--- src/ej2d_pkg.sv ---
// Shared types and fixed constants for the 2D element Jacobian pipeline.
// No dependencies; used by ej2d_entry, element_jacobian_2d and the testbench.
`default_nettype none

package ej2d_pkg;

  // determinant is 64 bits at every coordinate width; Q32.32 for Q16.16
  localparam int unsigned DET_WIDTH = 64;

  // per-stage load strobes handed to each entry lane
  typedef struct packed {
    logic en_mul;   // load product registers
    logic en_sum;   // load rounded, saturated entry
  } pipe_ctl_t;

endpackage

`default_nettype wire

--- src/ej2d_entry.sv ---
// One Jacobian entry lane: two weighted differences, exact sum, round, saturate.
// Two register stages (products, entry). Depends on ej2d_pkg.
`default_nettype none

module ej2d_entry #(
  parameter int COORD_WIDTH     = 32,
  parameter int LOCAL_FRAC_BITS = 14
) (
  input  wire                              clk,
  input  wire ej2d_pkg::pipe_ctl_t         ctl,
  input  wire logic signed [LOCAL_FRAC_BITS+2:0] fa,
  input  wire logic signed [COORD_WIDTH:0]       da,
  input  wire logic signed [LOCAL_FRAC_BITS+2:0] fb,
  input  wire logic signed [COORD_WIDTH:0]       db,
  output logic signed [COORD_WIDTH-1:0]    entry_r,
  output logic                             ovf_r
);

  localparam int DW = COORD_WIDTH + 1;
  localparam int WW = LOCAL_FRAC_BITS + 3;
  localparam int PW = DW + WW;
  localparam int SW = PW + 1;
  localparam int SH = LOCAL_FRAC_BITS + 2;
  localparam int QW = SW - SH;   // width after the divide by 4*one
  localparam logic signed [SW-1:0] RND = SW'(1) << (LOCAL_FRAC_BITS + 1);
  localparam logic signed [COORD_WIDTH-1:0] MAXV = {1'b0, {(COORD_WIDTH-1){1'b1}}};
  localparam logic signed [COORD_WIDTH-1:0] MINV = {1'b1, {(COORD_WIDTH-1){1'b0}}};

  logic signed [PW-1:0] pa_r, pb_r, pa_nxt, pb_nxt;
  logic signed [SW-1:0] sum;
  logic signed [QW-1:0] quo;
  logic                 fits;
  logic signed [COORD_WIDTH-1:0] entry_nxt;
  logic                 ovf_nxt;

  always_comb begin
    pa_nxt = PW'(fa) * PW'(da);
    pb_nxt = PW'(fb) * PW'(db);
  end

  always_comb begin
    sum  = SW'(pa_r) + SW'(pb_r) + RND;
    quo  = sum[SW-1:SH];
    // in range when every bit above the entry's sign bit matches it
    fits = (&quo[QW-1:COORD_WIDTH-1]) | ~(|quo[QW-1:COORD_WIDTH-1]);
    if (fits) begin
      entry_nxt = quo[COORD_WIDTH-1:0];
    end else if (quo[QW-1]) begin
      entry_nxt = MINV;
    end else begin
      entry_nxt = MAXV;
    end
    ovf_nxt = ~fits;
  end

  always_ff @(posedge clk) begin
    if (ctl.en_mul) begin
      pa_r <= pa_nxt;
      pb_r <= pb_nxt;
    end
    if (ctl.en_sum) begin
      entry_r <= entry_nxt;
      ovf_r   <= ovf_nxt;
    end
  end

endmodule

`default_nettype wire

--- config.mk ---
export PLATFORM = sky130hd
export DESIGN_NAME = ej2d_entry
export DESIGN_NICKNAME = d
export VERILOG_FILES = /design/src/ej2d_pkg.sv /design/src/ej2d_entry.sv
export SDC_FILE = /design/constraint.sdc
export NUM_CORES = 2
export LEC_CHECK = 0
export BUFFER_PORTS_ARGS = -buffer_cell sky130_fd_sc_hd__buf_2
export CORE_ASPECT_RATIO = 1.25
export CORE_MARGIN = 3
export CORE_UTILIZATION = 29
export DETAILED_ROUTE_END_ITERATION = 16
export PLACE_DENSITY_LB_ADDON = 0.1
export SLEW_MARGIN = 20
export SYNTH_ARGS = -nofsm -noshare
export SYNTH_HDL_FRONTEND = slang
export SYNTH_SLANG_ARGS = --single-unit
--- constraint.sdc ---
create_clock -name clk -period 15.85 [get_ports clk]
set_input_delay 1.585 -clock clk [delete_from_list [all_inputs] [get_ports clk]]
set_output_delay 1.585 -clock clk [all_outputs]
set_load 0.01 [all_outputs]
==> summary.txt <==
Yosys
  – Cells after synthesis: 4689
  – Synth Warn #: 0
  – Leading area contributor after synthesis: fa_1
  – Synth Area per Inst: 9.55 µm²
  – Cell Area, Synth: 44800 µm²
  – Most frequent cells after synthesis: 1072 x fa_1, 1059 x inv_1, 629 x nand2_1
  – Synth top area share: 47.9%
  – Largest cells by area after synthesis: fa_1 48%, ha_1 9.2%, edfxtp_1 8.9%
  – Sequential share of the synthesized area: 8.91%
  – Post-Syn Nets: 6195
  – Async S/R FF share, synth: 0%
  – Synthesis-stage register bit count: 133
  – Top_reg_cell synth: edfxtp_1
  – EDFF count, synth: 133
  – Most common cell in the netlist: fa_1
  – Post-synthesis cell type count: 69

Floorplanning
  – Core Box Area: 153000 µm²
  – Die Width: 358 µm
  – Height of the chip: 445 µm
  – # IOs: 136
  – Starting density of the core: 29.3%
  – Rows: 160
  – Die Area: 159000 µm²

Clock tree
  – Clock latency on the worst-skew pair: 0.49 ns
  – H-tree depth: 4
  – Number of buffers created by CTS: 25
  – CTS tree: built
  – CTS root buffer: clkbuf_16
  – Post-CTS Setup Bufs: 0
  – Clock Path Buffers: 3
  – Clock slew at reported path FFs: 0.06 ns
  – Post-CTS Resized: 0
  – Clock sinks: 133
  – Hold buffers post-CTS: 0

Critical path
  – Reg2Reg Depth: 15
  – R2r endpoint: entry_r[26]
  – Reg-to-reg slack, setup: 11.35 ns
  – Critical path capture point type: flip-flop
  – Worst-path fanout max: 33
  – Crit path launch type: primary input
  – Arrival @ worst endpoint: 8.88 ns
  – Critical path class: primary input to flip-flop
  – Reg2Reg Launch Point: pb_r[9]
  – Worst EP required: 16.08 ns

STA
  – Final Hold Fails: 0
  – Max Clock Skew: 0.0211 ns
  – Unrepaired setup endpoints after global routing: no
  – Slew margin rel.: 29.9%
  – Final critical-path required period: 8.65 ns
  – Max frequency: 116 MHz
  – Crit share post-route: 54.6%
  – Final setup violation count: 0
  – Slew Viols, Final: 0
  – Final setup TNS: 0 ns
  – Worst Tran Pin Value: 1.05 ns

Layout
  – Fin util: 31.4%
  – Layout cell share with drive strength beyond 1: 4.04%
  – Area growth from synthesis to layout: 7.22%
  – Final Net Count: 6178

Drt
  – Drt wl/cell: 19.8 µm
  – Post-DRT Antenna Nets: 0
  – Routed WL: 133 mm
  – Vias per inst: 4.56
  – Initial DRC count: 1371
  – Drt drc: 0
  – Via count: 30.6k
  – Pre-antenna DRT Iters: 5

Status
  – Status: complete, no violations

GRT
  – Global-route wire length before repair: 211 mm
  – Congestion Overflow GR: 0
  – Number of global-route vias before repair: 34.7k
  – Largest net degree at the start of global routing: 56
  – Initial antenna violation count: 7
  – GR Util All Layers: 17.3%

Min path
  – Hold WC Path Type: flip-flop to flip-flop
  – Hold EP: entry_r[20]
  – Hold depth: 4
  – Hold_sp: pb_r[36]

Run
  – Max Cap Viol: 0

Placement
  – Gpl congestion: 0.811
  – Port-buffer cells: 135
  – Hpwl dp: 103 mm
## layout by cell type (no fill, tap or decap), types with 5 or more instances in the layout
cell type  instances
o21ai_0           70
and2_1           479
o21bai_1          20
buf_4             11
inv_1           1059
nand2_1          629
nand2b_1          27
a21o_1            66
a21oi_1          124
nor3_1            18
ha_1             331
xor2_1            42
edfxtp_1         133
and3_1            15
a31oi_1           12
nand3_1           31
nand4_1           13
xnor2_1           93
a211oi_1          17
nor2b_1           20
clkinv_1           6
nor2_1           112
o21a_1            20
o31ai_1           11
fa_1            1072
a211o_1            6
o2111ai_1          5
buf_2            134
o21ai_1            5
clkbuf_16         25
## worst max-delay path, stage by stage
cell	delay (ns)
buf_2	0.69
nand2_1	0.18
fa_1	0.57
inv_1	0.05
fa_1	0.50
inv_1	0.06
fa_1	0.54
inv_1	0.05
fa_1	0.45
fa_1	0.50
inv_1	0.09
fa_1	0.49
inv_1	0.04
ha_1	0.20
a21oi_1	0.26
o2111ai_1	0.17
a2111o_1	0.47
o2111ai_1	0.40
a211oi_1	0.22
a21o_1	0.24
or4_1	0.49
a31oi_1	0.28
o21ai_1	0.12
xor2_1	0.16
## worst max path at each step
stage,start,endpoint,slack (ns)
floorplan,da[17],pa_r[48],7.98
global placement,fb[2],pb_r[49],6.67
detailed placement,fb[2],pb_r[49],6.58
CTS,fb[2],pb_r[49],7.10
global route,fa[8],pa_r[49],6.76
finish,fa[8],pa_r[48],7.20
## cell type report
cell class,count,area (µm²)
sequential,133,3990
clock buffer,26,629
tap,2025,2530
fill,16100,105000
antenna,3,7.51
inverter,1060,3980
clock inverter,6,48.8
timing repair buffer,145,753
multi-input combinational,3307,36100
## registers in the layout, indices dropped and copies added, names as in the netlist
signal and flops:
pa_r 50, pb_r 50, entry_r 32, ovf_r 1
## through the flow
| step | area, µm² | std cells | worst slack [ns] | hold slack, ns |
|---|---|---|---|---|
| after floorplan | 44800 | 4689 | 7.98 | 0.867 |
| after global placement | 47400 | 6670 | 6.67 | 0.943 |
| after detailed placement | 47400 | 6670 | 6.58 | 0.960 |
| after CTS | 48000 | 6702 | 7.10 | 0.950 |
| after global routing | 48000 | 6702 | 6.76 | 1.01 |
| final | 48000 | 6705 | 7.20 | 0.939 |
## cells by family (layout without fill, tap and decap cells)
kind of cell | count (synthesis) | count (layout) | synth area share [%]
AO/OA/AOI/OAI | 409 | 409 | 6.02
XOR/XNOR | 135 | 135 | 2.64
adder cells (fa/ha/maj) | 1403 | 1403 | 57.1
buffers and inverters | 1249 | 1237 | 10.5
flip-flops | 133 | 133 | 8.91
other | 0 | 3 | 0
AND/OR/NAND/NOR | 1360 | 1360 | 14.8
## per-layer routing
| layer | routed length (µm) | share of wire, % | track usage, % |
|---|---|---|---|
| met2 | 63500 | 48 | 29.1 |
| met4 | 1940 | 1.5 | 2.89 |
| met1 | 62900 | 47 | 24.8 |
| met5 | 0 | 0 | 0 |
| met3 | 4580 | 3.4 | 1.19 |
Power is not shown: default switching activity piles up to over one toggle a cycle in this logic, so the estimate is an artifact.
